<file path="config.mk">
export PLATFORM = sky130hd
export DESIGN_NAME = script_token_scanner
export DESIGN_NICKNAME = d
export VERILOG_FILES = /design/src/sts_pkg.sv /design/src/script_token_scanner.sv
export SDC_FILE = /design/constraint.sdc
export NUM_CORES = 1
export LEC_CHECK = 0
export ABC_AREA = 1
export BUFFER_PORTS_ARGS = -buffer_cell sky130_fd_sc_hd__buf_2
export CORE_ASPECT_RATIO = 0.5
export CORE_MARGIN = 1.5
export CORE_UTILIZATION = 50
export CTS_CLUSTER_SIZE = 14
export DETAILED_ROUTE_END_ITERATION = 7
export PLACE_DENSITY_LB_ADDON = 0.15
export SKIP_LAST_GASP = 1
export SYNTH_ARGS = -nofsm -noshare
export SYNTH_HDL_FRONTEND = slang
export SYNTH_SLANG_ARGS = --single-unit
</file>
<file path="constraint.sdc">
create_clock -name clk_i -period 3.48 [get_ports clk_i]
set_clock_uncertainty 0.05 [all_clocks]
set_input_delay 0.522 -clock clk_i [delete_from_list [all_inputs] [get_ports clk_i]]
set_output_delay 0.522 -clock clk_i [all_outputs]
set_load 0.02 [all_outputs]
</file>
<file path="src/sts_pkg.sv">
`default_nettype none

package sts_pkg;

  // Counter, field and output widths
  localparam int unsigned POS_BITS  = 16;
  localparam int unsigned LINE_BITS = 16;
  localparam int unsigned FIELD_W   = 16;
  localparam int unsigned OUT_W     = 56;

  // Token kinds
  localparam logic [3:0] TK_IDENT    = 4'd0;
  localparam logic [3:0] TK_STRING   = 4'd1;
  localparam logic [3:0] TK_NUMBER   = 4'd2;
  localparam logic [3:0] TK_LBRACE   = 4'd3;
  localparam logic [3:0] TK_DLBRACE  = 4'd4;
  localparam logic [3:0] TK_RBRACE   = 4'd5;
  localparam logic [3:0] TK_DRBRACE  = 4'd6;
  localparam logic [3:0] TK_ARROW    = 4'd7;
  localparam logic [3:0] TK_COLON    = 4'd8;
  localparam logic [3:0] TK_COMMA    = 4'd9;
  localparam logic [3:0] TK_LPAREN   = 4'd10;
  localparam logic [3:0] TK_RPAREN   = 4'd11;
  localparam logic [3:0] TK_LBRACKET = 4'd12;
  localparam logic [3:0] TK_RBRACKET = 4'd13;
  localparam logic [3:0] TK_ERROR    = 4'd14;
  localparam logic [3:0] TK_EOT      = 4'd15;

  // Error kinds
  localparam logic [1:0] ERR_NONE       = 2'd0;
  localparam logic [1:0] ERR_UNEXPECTED = 2'd1;
  localparam logic [1:0] ERR_UNTERM     = 2'd2;

  // Input item kinds
  localparam logic IN_CHAR = 1'b0;
  localparam logic IN_EOT  = 1'b1;

  // Characters
  localparam logic [7:0] CH_LBRACE   = 8'h7B;
  localparam logic [7:0] CH_RBRACE   = 8'h7D;
  localparam logic [7:0] CH_GT       = 8'h3E;
  localparam logic [7:0] CH_UNDER    = 8'h5F;
  localparam logic [7:0] CH_HASH     = 8'h23;
  localparam logic [7:0] CH_LF       = 8'h0A;
  localparam logic [7:0] CH_CR       = 8'h0D;
  localparam logic [7:0] CH_TAB      = 8'h09;
  localparam logic [7:0] CH_SPACE    = 8'h20;
  localparam logic [7:0] CH_DOT      = 8'h2E;
  localparam logic [7:0] CH_DASH     = 8'h2D;
  localparam logic [7:0] CH_COLON    = 8'h3A;
  localparam logic [7:0] CH_COMMA    = 8'h2C;
  localparam logic [7:0] CH_LPAREN   = 8'h28;
  localparam logic [7:0] CH_RPAREN   = 8'h29;
  localparam logic [7:0] CH_LBRACKET = 8'h5B;
  localparam logic [7:0] CH_RBRACKET = 8'h5D;
  localparam logic [7:0] CH_DQUOTE   = 8'h22;
  localparam logic [7:0] CH_SQUOTE   = 8'h27;

  typedef struct packed {
    logic [3:0]         kind;
    logic [1:0]         err;
    logic [FIELD_W-1:0] start;
    logic [FIELD_W-1:0] len;
    logic [FIELD_W-1:0] line;
    logic               last;
  } token_t;

  function automatic logic is_letter(input logic [7:0] c);
    return ((c >= 8'h61) && (c <= 8'h7A)) || ((c >= 8'h41) && (c <= 8'h5A));
  endfunction

  function automatic logic is_digit(input logic [7:0] c);
    return (c >= 8'h30) && (c <= 8'h39);
  endfunction

  function automatic logic is_ident_cont(input logic [7:0] c);
    return is_letter(c) || is_digit(c) || (c == CH_UNDER) || (c == CH_DOT) ||
           (c == CH_HASH) || (c == CH_DASH);
  endfunction

  function automatic token_t mk_tok(input logic [3:0] kind, input logic [1:0] err,
                                    input logic [FIELD_W-1:0] start,
                                    input logic [FIELD_W-1:0] len,
                                    input logic [FIELD_W-1:0] line);
    token_t t;
    t.kind  = kind;
    t.err   = err;
    t.start = start;
    t.len   = len;
    t.line  = line;
    t.last  = 1'b0;
    return t;
  endfunction

endpackage

`default_nettype wire

</file>
<file path="src/script_token_scanner.sv">
`default_nettype none

// Streaming lexer for a small script notation.
// Input channel (s_axis): one request per source byte, tdata = char_code,
// tuser = kind (0 source byte, 1 end of text). End of text flushes any
// pending token, emits an end token and returns the scanner to offset 0,
// line 1, so the next byte starts a new text.
// Output channel (m_axis): one request per token, tlast marks the final
// token caused by one input request.
// Tokens caused by a byte are registered and appear in the cycle after it is accepted.
// Throughput: one input per cycle while the receiver is ready and each input
// yields at most one token; an input yielding k tokens occupies the
// three-entry result buffer until all k are taken. Input is taken whenever the
// result buffer is empty or drains in the same cycle, so a stalled receiver
// holds up input only once the buffer holds tokens it has not taken.
// Reset: asynchronous, clears the scan state and empties the result buffer.
module script_token_scanner
  import sts_pkg::*;
(
  input  wire logic             clk_i,
  input  wire logic             rst_ni,
  input  wire logic             s_axis_tvalid,
  output logic                  s_axis_tready,
  input  wire logic [7:0]       s_axis_tdata,   // [7:0] char_code
  input  wire logic             s_axis_tuser,   // [0] kind
  output logic                  m_axis_tvalid,
  input  wire logic             m_axis_tready,
  output logic [OUT_W-1:0]      m_axis_tdata,   // [3:0] token_kind, [5:4] error_kind,
                                                // [21:6] token_start,
                                                // [37:22] token_length,
                                                // [53:38] line_number, [55:54] zero
  output logic                  m_axis_tlast    // last
);

  // Scan modes
  localparam logic [3:0] M_IDLE     = 4'd0;
  localparam logic [3:0] M_IDENT    = 4'd1;
  localparam logic [3:0] M_NUMBER   = 4'd2;
  localparam logic [3:0] M_NUMDOT   = 4'd3;
  localparam logic [3:0] M_FRACTION = 4'd4;
  localparam logic [3:0] M_STRING   = 4'd5;
  localparam logic [3:0] M_LBRACE   = 4'd6;
  localparam logic [3:0] M_RBRACE   = 4'd7;
  localparam logic [3:0] M_DASH     = 4'd8;

  localparam logic [POS_BITS-1:0]  POS_MAX  = {POS_BITS{1'b1}};
  localparam logic [LINE_BITS-1:0] LINE_MAX = {LINE_BITS{1'b1}};

  // Scan state
  logic [3:0]           mode_q, mode_d;
  logic                 quote_q, quote_d;
  logic [POS_BITS-1:0]  pos_q, pos_d;
  logic [POS_BITS-1:0]  start_q, start_d;
  logic [POS_BITS-1:0]  dot_q, dot_d;
  logic [LINE_BITS-1:0] line_q, line_d;

  // Result buffer: slot 0 drives the output
  token_t     slot_q [3];
  logic [1:0] cnt_q, cnt_d;

  token_t     tok [3];
  logic [1:0] n_tok;
  logic       in_acc, out_acc, do_idle;
  logic [7:0] c;
  logic [FIELD_W-1:0] ln;

  assign in_acc  = s_axis_tvalid && s_axis_tready;
  assign out_acc = m_axis_tvalid && m_axis_tready;
  assign c       = s_axis_tdata;
  assign ln      = FIELD_W'(line_q);

  // Take a request only when the buffer is empty by the end of this cycle
  assign s_axis_tready = (cnt_q == 2'd0) || ((cnt_q == 2'd1) && m_axis_tready);

  always_comb begin
    mode_d  = mode_q;
    quote_d = quote_q;
    pos_d   = pos_q;
    start_d = start_q;
    dot_d   = dot_q;
    line_d  = line_q;
    do_idle = 1'b0;
    n_tok   = 2'd0;
    for (int i = 0; i < 3; i++) begin
      tok[i] = '0;
    end

    if (in_acc) begin
      if (s_axis_tuser == IN_EOT) begin
        // Flush pending token, then the end token
        case (mode_q)
          M_IDENT: begin
            tok[n_tok] = mk_tok(TK_IDENT, ERR_NONE, start_q, FIELD_W'(pos_q - start_q), ln);
            n_tok = n_tok + 2'd1;
          end
          M_NUMBER, M_FRACTION: begin
            tok[n_tok] = mk_tok(TK_NUMBER, ERR_NONE, start_q, FIELD_W'(pos_q - start_q), ln);
            n_tok = n_tok + 2'd1;
          end
          M_NUMDOT: begin
            tok[n_tok] = mk_tok(TK_NUMBER, ERR_NONE, start_q, FIELD_W'(dot_q - start_q), ln);
            n_tok = n_tok + 2'd1;
            tok[n_tok] = mk_tok(TK_IDENT, ERR_NONE, dot_q, FIELD_W'(pos_q - dot_q), ln);
            n_tok = n_tok + 2'd1;
          end
          M_STRING: begin
            tok[n_tok] = mk_tok(TK_ERROR, ERR_UNTERM, start_q, FIELD_W'(pos_q - start_q), ln);
            n_tok = n_tok + 2'd1;
          end
          M_LBRACE: begin
            tok[n_tok] = mk_tok(TK_LBRACE, ERR_NONE, start_q, FIELD_W'(1), ln);
            n_tok = n_tok + 2'd1;
          end
          M_RBRACE: begin
            tok[n_tok] = mk_tok(TK_RBRACE, ERR_NONE, start_q, FIELD_W'(1), ln);
            n_tok = n_tok + 2'd1;
          end
          M_DASH: begin
            tok[n_tok] = mk_tok(TK_ERROR, ERR_UNEXPECTED, start_q, FIELD_W'(1), ln);
            n_tok = n_tok + 2'd1;
          end
          default: begin
          end
        endcase
        tok[n_tok] = mk_tok(TK_EOT, ERR_NONE, pos_q, FIELD_W'(0), ln);
        n_tok = n_tok + 2'd1;
        // Return to reset state
        mode_d  = M_IDLE;
        quote_d = 1'b0;
        pos_d   = '0;
        start_d = '0;
        dot_d   = '0;
        line_d  = LINE_BITS'(1);
      end else begin
        if (pos_q != POS_MAX) begin
          pos_d = pos_q + POS_BITS'(1);
        end
        // Finish or extend the token in progress
        case (mode_q)
          M_IDLE: do_idle = 1'b1;
          M_IDENT: begin
            if (!is_ident_cont(c)) begin
              tok[n_tok] = mk_tok(TK_IDENT, ERR_NONE, start_q, FIELD_W'(pos_q - start_q), ln);
              n_tok = n_tok + 2'd1;
              do_idle = 1'b1;
            end
          end
          M_NUMBER: begin
            if (c == CH_DOT) begin
              dot_d  = pos_q;
              mode_d = M_NUMDOT;
            end else if (!is_digit(c)) begin
              tok[n_tok] = mk_tok(TK_NUMBER, ERR_NONE, start_q, FIELD_W'(pos_q - start_q), ln);
              n_tok = n_tok + 2'd1;
              do_idle = 1'b1;
            end
          end
          M_NUMDOT: begin
            if (is_digit(c)) begin
              mode_d = M_FRACTION;
            end else begin
              // Number ends before the dot; an identifier starts at the dot
              tok[n_tok] = mk_tok(TK_NUMBER, ERR_NONE, start_q, FIELD_W'(dot_q - start_q), ln);
              n_tok = n_tok + 2'd1;
              start_d = dot_q;
              mode_d  = M_IDENT;
              if (!is_ident_cont(c)) begin
                tok[n_tok] = mk_tok(TK_IDENT, ERR_NONE, dot_q, FIELD_W'(pos_q - dot_q), ln);
                n_tok = n_tok + 2'd1;
                do_idle = 1'b1;
              end
            end
          end
          M_FRACTION: begin
            if (!is_digit(c)) begin
              tok[n_tok] = mk_tok(TK_NUMBER, ERR_NONE, start_q, FIELD_W'(pos_q - start_q), ln);
              n_tok = n_tok + 2'd1;
              do_idle = 1'b1;
            end
          end
          M_STRING: begin
            if (c == (quote_q ? CH_SQUOTE : CH_DQUOTE)) begin
              tok[n_tok] = mk_tok(TK_STRING, ERR_NONE, start_q,
                                  FIELD_W'(pos_q + POS_BITS'(1) - start_q), ln);
              n_tok = n_tok + 2'd1;
              mode_d = M_IDLE;
            end else if ((c == CH_LF) && (line_q != LINE_MAX)) begin
              line_d = line_q + LINE_BITS'(1);
            end
          end
          M_LBRACE: begin
            mode_d = M_IDLE;
            if (c == CH_LBRACE) begin
              tok[n_tok] = mk_tok(TK_DLBRACE, ERR_NONE, start_q, FIELD_W'(2), ln);
              n_tok = n_tok + 2'd1;
            end else begin
              tok[n_tok] = mk_tok(TK_LBRACE, ERR_NONE, start_q, FIELD_W'(1), ln);
              n_tok = n_tok + 2'd1;
              do_idle = 1'b1;
            end
          end
          M_RBRACE: begin
            mode_d = M_IDLE;
            if (c == CH_RBRACE) begin
              tok[n_tok] = mk_tok(TK_DRBRACE, ERR_NONE, start_q, FIELD_W'(2), ln);
              n_tok = n_tok + 2'd1;
            end else begin
              tok[n_tok] = mk_tok(TK_RBRACE, ERR_NONE, start_q, FIELD_W'(1), ln);
              n_tok = n_tok + 2'd1;
              do_idle = 1'b1;
            end
          end
          M_DASH: begin
            mode_d = M_IDLE;
            if (c == CH_GT) begin
              tok[n_tok] = mk_tok(TK_ARROW, ERR_NONE, start_q, FIELD_W'(2), ln);
              n_tok = n_tok + 2'd1;
            end else begin
              tok[n_tok] = mk_tok(TK_ERROR, ERR_UNEXPECTED, start_q, FIELD_W'(1), ln);
              n_tok = n_tok + 2'd1;
              do_idle = 1'b1;
            end
          end
          default: do_idle = 1'b1;
        endcase

        // Scan the byte afresh from the idle mode
        if (do_idle) begin
          mode_d  = M_IDLE;
          start_d = pos_q;
          if ((c == CH_SPACE) || (c == CH_CR) || (c == CH_TAB)) begin
            mode_d = M_IDLE;
          end else if (c == CH_LF) begin
            if (line_q != LINE_MAX) begin
              line_d = line_q + LINE_BITS'(1);
            end
          end else if (is_letter(c) || (c == CH_DOT) || (c == CH_HASH)) begin
            mode_d = M_IDENT;
          end else if (is_digit(c)) begin
            mode_d = M_NUMBER;
          end else begin
            case (c)
              CH_LBRACE: mode_d = M_LBRACE;
              CH_RBRACE: mode_d = M_RBRACE;
              CH_DASH:   mode_d = M_DASH;
              CH_COLON: begin
                tok[n_tok] = mk_tok(TK_COLON, ERR_NONE, pos_q, FIELD_W'(1), ln);
                n_tok = n_tok + 2'd1;
              end
              CH_COMMA: begin
                tok[n_tok] = mk_tok(TK_COMMA, ERR_NONE, pos_q, FIELD_W'(1), ln);
                n_tok = n_tok + 2'd1;
              end
              CH_LPAREN: begin
                tok[n_tok] = mk_tok(TK_LPAREN, ERR_NONE, pos_q, FIELD_W'(1), ln);
                n_tok = n_tok + 2'd1;
              end
              CH_RPAREN: begin
                tok[n_tok] = mk_tok(TK_RPAREN, ERR_NONE, pos_q, FIELD_W'(1), ln);
                n_tok = n_tok + 2'd1;
              end
              CH_LBRACKET: begin
                tok[n_tok] = mk_tok(TK_LBRACKET, ERR_NONE, pos_q, FIELD_W'(1), ln);
                n_tok = n_tok + 2'd1;
              end
              CH_RBRACKET: begin
                tok[n_tok] = mk_tok(TK_RBRACKET, ERR_NONE, pos_q, FIELD_W'(1), ln);
                n_tok = n_tok + 2'd1;
              end
              CH_DQUOTE, CH_SQUOTE: begin
                quote_d = (c == CH_SQUOTE);
                mode_d  = M_STRING;
              end
              default: begin
                tok[n_tok] = mk_tok(TK_ERROR, ERR_UNEXPECTED, pos_q, FIELD_W'(1), ln);
                n_tok = n_tok + 2'd1;
              end
            endcase
          end
        end
      end
    end

    // Mark the final token of this request
    for (int i = 0; i < 3; i++) begin
      tok[i].last = (n_tok != 2'd0) && (2'(i) == (n_tok - 2'd1));
    end
  end

  // Buffer occupancy: load on accept (buffer is then draining), else pop
  always_comb begin
    cnt_d = cnt_q;
    if (in_acc) begin
      cnt_d = n_tok;
    end else if (out_acc) begin
      cnt_d = cnt_q - 2'd1;
    end
  end

  always_ff @(posedge clk_i or negedge rst_ni) begin
    if (!rst_ni) begin
      mode_q  <= M_IDLE;
      quote_q <= 1'b0;
      pos_q   <= '0;
      start_q <= '0;
      dot_q   <= '0;
      line_q  <= LINE_BITS'(1);
      cnt_q   <= 2'd0;
    end else begin
      mode_q  <= mode_d;
      quote_q <= quote_d;
      pos_q   <= pos_d;
      start_q <= start_d;
      dot_q   <= dot_d;
      line_q  <= line_d;
      cnt_q   <= cnt_d;
    end
  end

  // Token payload: load fresh tokens, or advance the queue on a pop
  always_ff @(posedge clk_i) begin
    if (in_acc) begin
      slot_q[0] <= tok[0];
      slot_q[1] <= tok[1];
      slot_q[2] <= tok[2];
    end else if (out_acc) begin
      slot_q[0] <= slot_q[1];
      slot_q[1] <= slot_q[2];
    end
  end

  assign m_axis_tvalid = (cnt_q != 2'd0);
  assign m_axis_tdata  = {2'b00, slot_q[0].line, slot_q[0].len, slot_q[0].start,
                          slot_q[0].err, slot_q[0].kind};
  assign m_axis_tlast  = slot_q[0].last;

`ifndef SYNTHESIS
  a_last_at_tail: assert property (@(posedge clk_i) disable iff (!rst_ni)
    m_axis_tvalid && m_axis_tlast |-> cnt_q == 2'd1)
    else $error("tlast on a token that is not the tail of the buffer");

  a_no_overrun: assert property (@(posedge clk_i) disable iff (!rst_ni)
    in_acc |-> (cnt_q == 2'd0) || ((cnt_q == 2'd1) && out_acc))
    else $error("request taken while undelivered tokens remain");

  a_eot_resets: assert property (@(posedge clk_i) disable iff (!rst_ni)
    in_acc && (s_axis_tuser == IN_EOT) |=>
      (mode_q == M_IDLE) && (pos_q == '0) && (line_q == LINE_BITS'(1)) && (cnt_q != 2'd0))
    else $error("end of text did not restart the scanner");

  a_line_nonzero: assert property (@(posedge clk_i) disable iff (!rst_ni)
    line_q != '0)
    else $error("line counter reached zero");
`endif

endmodule

`default_nettype wire

</file>
# After elaboration in Yosys (flattened, before gate mapping)
# Memory sizes are Yosys's and may differ from the RTL's.
# Cells that the tools add are included.
# totals
in_bits	13
out_inout_bits	59
regBits	71
memories	1
ramBits	165
# classes
n_eq_ne	40
mux	116
n_addsub	10
n_reduce_logical	45
n_lt_le_gt_ge	10
bitwise_logic	4
# mem_list
memory	words	word_bits	rd	rd_ports_with_merged_regs	write_ports	line	rtl
slot_q	3	55	3	0	3	script_token_scanner.sv:58	token_t slot_q [3];
# ops
operator	n
$bwmux W165	8
$mux W165	7
$pmux W165 S7	1
$mux W55	14
$pmux W55 S8	1
$pmux W55 S7	1
$mux W16	17
$demux W55 S2	2
$mux W53	3
$mux W49	3
$mux W108	1
$eq A8 B6 Y1 const B	11
$sub A16 B16 Y16	4
$mux W54	1
$mux W52	1
$eq A8 B7 Y1 const B	5
$add A16 B1 Y16 const B	2
$mux W2	16
$mux W4	8
$ne A16 B16 Y1 const B	2
$pmux W4 S4	2
$mux W1	25
$eq A8 B4 Y1 const B	3
$eq A4 B3 Y1 const B	4
38 further kinds	83

# Longest topological paths before layout
# depth
depth_word	28
ltp_mapped	26

# Least setup slack after synthesis
# No wires, ideal clock.
# synth_timing
kind	flip-flop to flip-flop
from	register cnt_q[0]
to	memory slot_q[0][0] (netlist name), enable pin
setup_ps	463
required_ps	2967
stages_incl_launch_ff	6
period_less_slack_ps	3479
arrival_ps	2966
setup_slack_ps	1
n_path_buf	0
path_cell_list	dfrtp_1 -> inv_1 -> ha_1 -> nor2_1 -> a21oi_1 -> inv_1
# synth_rtl
item	line	rtl
start: declaration	script_token_scanner.sv:59	logic [1:0] cnt_q, cnt_d;
start signal: assignment	script_token_scanner.sv:316	cnt_q <= cnt_d;
end: declaration	script_token_scanner.sv:58	

==> impl_metrics.ini <==
[hold_path]
hold_class = input port to flip-flop

[cts]
clock_sinks = 219
htreeDepth = 1
ctsRootBufferMaster = clkbuf_16
clock_latency_ns = 0.54
cts.path.max_buffers = 3
cts.clk_slew.worst_paths_ns = 0.07
cts_tree = built
numCtsBuffers = 23

[final_layout]
area_delta_synth_final_pct = 13.1
num_antenna_cells = 0
nets = 2247
drive_above_1_share = 0.147
final_cells = 2603
final_core_util = 0.581

[route]
avgViaCountPerCell = 5.93
drcViolationCount = 0
firstDrtPassIters = 6
vias = 15400
drt_iter0_markers = 1918
wl_per_cell_um = 21.7
ant_nets = 0
routed_wl_um = 56600

[synthesis]
yosys_most_used_dff = edfxtp_1
netlist_area_mm2 = 0.0157
syn-instance-count = 2074
synth_top_area_frac = 0.283
synth_enable_flop_cells = 148
synthArstFlopShare = 0.324
synth_seq_cells = 219
ys_types = 63
synthTopCellsByCount = 440 x nand2_1, 238 x inv_1, 237 x nor2_1
yosys.area.top_type = edfxtp_1
synth-seq-area-share = 0.396
synth.most_common_cell = nand2_1
yosysWarnings = 0
synth_area_leaders = edfxtp_1 28%, dfrtp_1 11%, nand2_1 11%, inv_1 5.7%, nor2_1 5.7%
avgSynthCellArea_um2 = 7.58

[sta]
slew_headroom = 0.497
setup_slack_ns = -0.0627
timing.final.crit_share = 1.02
tightest_slew_ns = 0.755
timing.fmax_ghz = 0.282
rsz0062_at_grt = true
final-setup-viol-count = 1
report.final.slew_viol_count = 0
min_period_ns = 3.54
final_hold_viol_count = 0

[grt]
use_met1 = 0.498
grt_use_met2 = 0.508
use_met3 = 0.106
grt_pass1_wl_um = 84400
antenna_found_initial = 1
grtUsageTotal = 0.346
grt_overflow = 0
busiest_layer = met2
grt_start_max_net_pins = 101
grt_pass1_vias = 14000

[place]
place_ws_ns = -0.191
port_buffers = 69
hpwl_um = 42500
placed_cells = 2553
place.gp.congestion = 1.01

[die]
start_util = 0.513
dieArea_mm2 = 0.0326
die_w_um = 254
row_count = 45
core-area_mm2 = 0.0306
die_h_um = 128
num_io_pins = 72

[critical_path]
cp_cell_sequence = ha_2 > nand2_2 > nor2_2 > inv_1 > nor3_2 > nand2_1 > nor2_1 > nand2_2 > nor3_4 > nand2_2 > nor2_4 > nand2_1 > xor2_1 > inv_1 > ha_4 > buf_4 > a21oi_1 > o311a_1 > nand3_1 > nand3_2 > nand3_2 > nand2_2 > a21oi_2
worstSetupStartpointType = flip-flop
crit_type = flip-flop to flip-flop
worstPathArrival_ns = 3.78
critPathMaxStageDelay_ns = 0.38
endpoint_kind = flip-flop
cp_max_fo = 3
crit_path_top_delay_cell = dfrtp_1
cp_common_cell = nand2_2
required_ns = 3.72

[power_and_ir_drop]
p_leak_nw = 8.18
power.density_mw_per_mm2 = 1140
vdd_drop_max_mv = 0.545

[outcome]
violations = negative setup slack
status = finished with violations

[run]
cap_violations = 0
## where the power goes
part / switching (mW) / internal [mW]
combinational: 9.00 / 4.40
sequential: 0.414 / 3.92
clock: 1.12 / 1.46
total: 10.5 / 9.78
## cell type report
class                           count  area, um^2
Sequential cell                   219        6220
Tap cell                          423         529
Fill cell                        2959       12800
Clock buffer                       28         604
Multi-Input combinational cell   1481        8060
Clock inverter                     14         151
Timing Repair Buffer              181        1260
Inverter                          257         970
## final timing paths
| kind | start | end | slack (ns) | depth (start not counted) |
|---|---|---|---|---|
| max | pos_q[1] | slot_q[0][32] | -0.06 | 23 |
| min | s_axis_tvalid | cnt_q[1] | 0.39 | 4 |
| max reg2reg | pos_q[1] | slot_q[0][32] | -0.06 | 23 |
| min reg2reg | slot_q[1][0] | slot_q[0][55] | 0.46 | 2 |
| max in group asynchronous | rst_ni | pos_q[8] | 2.09 | 3 |
| min in group asynchronous | rst_ni | line_q[6] | 0.52 | 2 |
## per-stage QoR
step	power, mW	TNS (ns)	area (um^2)	hold WS (ns)
floorplan	13.3	0	15700	0.176
global placement	17.0	-0.113	16800	0.448
detailed placement	17.0	-0.331	16800	0.451
CTS	19.7	0	17600	0.389
global route	21.7	-0.634	17800	0.430
finish	20.3	-0.0627	17800	0.391
## critical path, delay by kind of cell (launching register included)
kind	cells	cell delay [ns]
AO/OA/AOI/OAI	3	0.39
AND/OR/NAND/NOR	14	1.53
flip-flops	1	0.38
adder cells (fa/ha/maj)	2	0.47
XOR/XNOR	1	0.16
buffers and inverters	3	0.29
## layout by cell type, fill, tap and decap left out, types with 17 or more instances in the layout
master     instances
edfxtp_1         148
nand2_2           17
o22ai_1           49
clkbuf_16         23
buf_2             68
buf_4            106
a21oi_1          169
ha_1              61
nand4_1           24
o21ai_1           18
o21ai_0          112
nor2_1           231
xor2_1            21
dfrtp_1           70
nand3_1          120
nand2_1          434
nor3_1            28
inv_1            235
## metal layers
metal	vias up	wire length, um
met4	0	1270
li1	7176	-
met1	7293	24300
met5	-	0
met3	111	7520
met2	868	23400
## flip-flops by register name, indices dropped and copies added, names as in the netlist
signal,cells
line_q,16
mode_q,4
cnt_q,2
start_q,16
quote_q,1
pos_q,16
dot_q,16
slot_q,148
## what timing repair did
action | in CTS | in global routing
setup buffers | 0 | 7
hold buffers | 1 | 0
resized for setup | 6 | 40
setup endpoints to repair | 2 | 8
pin swaps | 2 | 17
hold endpoints to repair | 15 | 0
## cell families after synthesis
logic type,after synthesis,share of synthesized area
xor+xnor,33,0.0184
other cells,1,0.000238
flops,219,0.396
buf+inv,375,0.105
fa+ha+maj,71,0.0584
compound gates,455,0.168
simple gates,920,0.254
No activity file was read; power rests on OpenSTA's default activity.
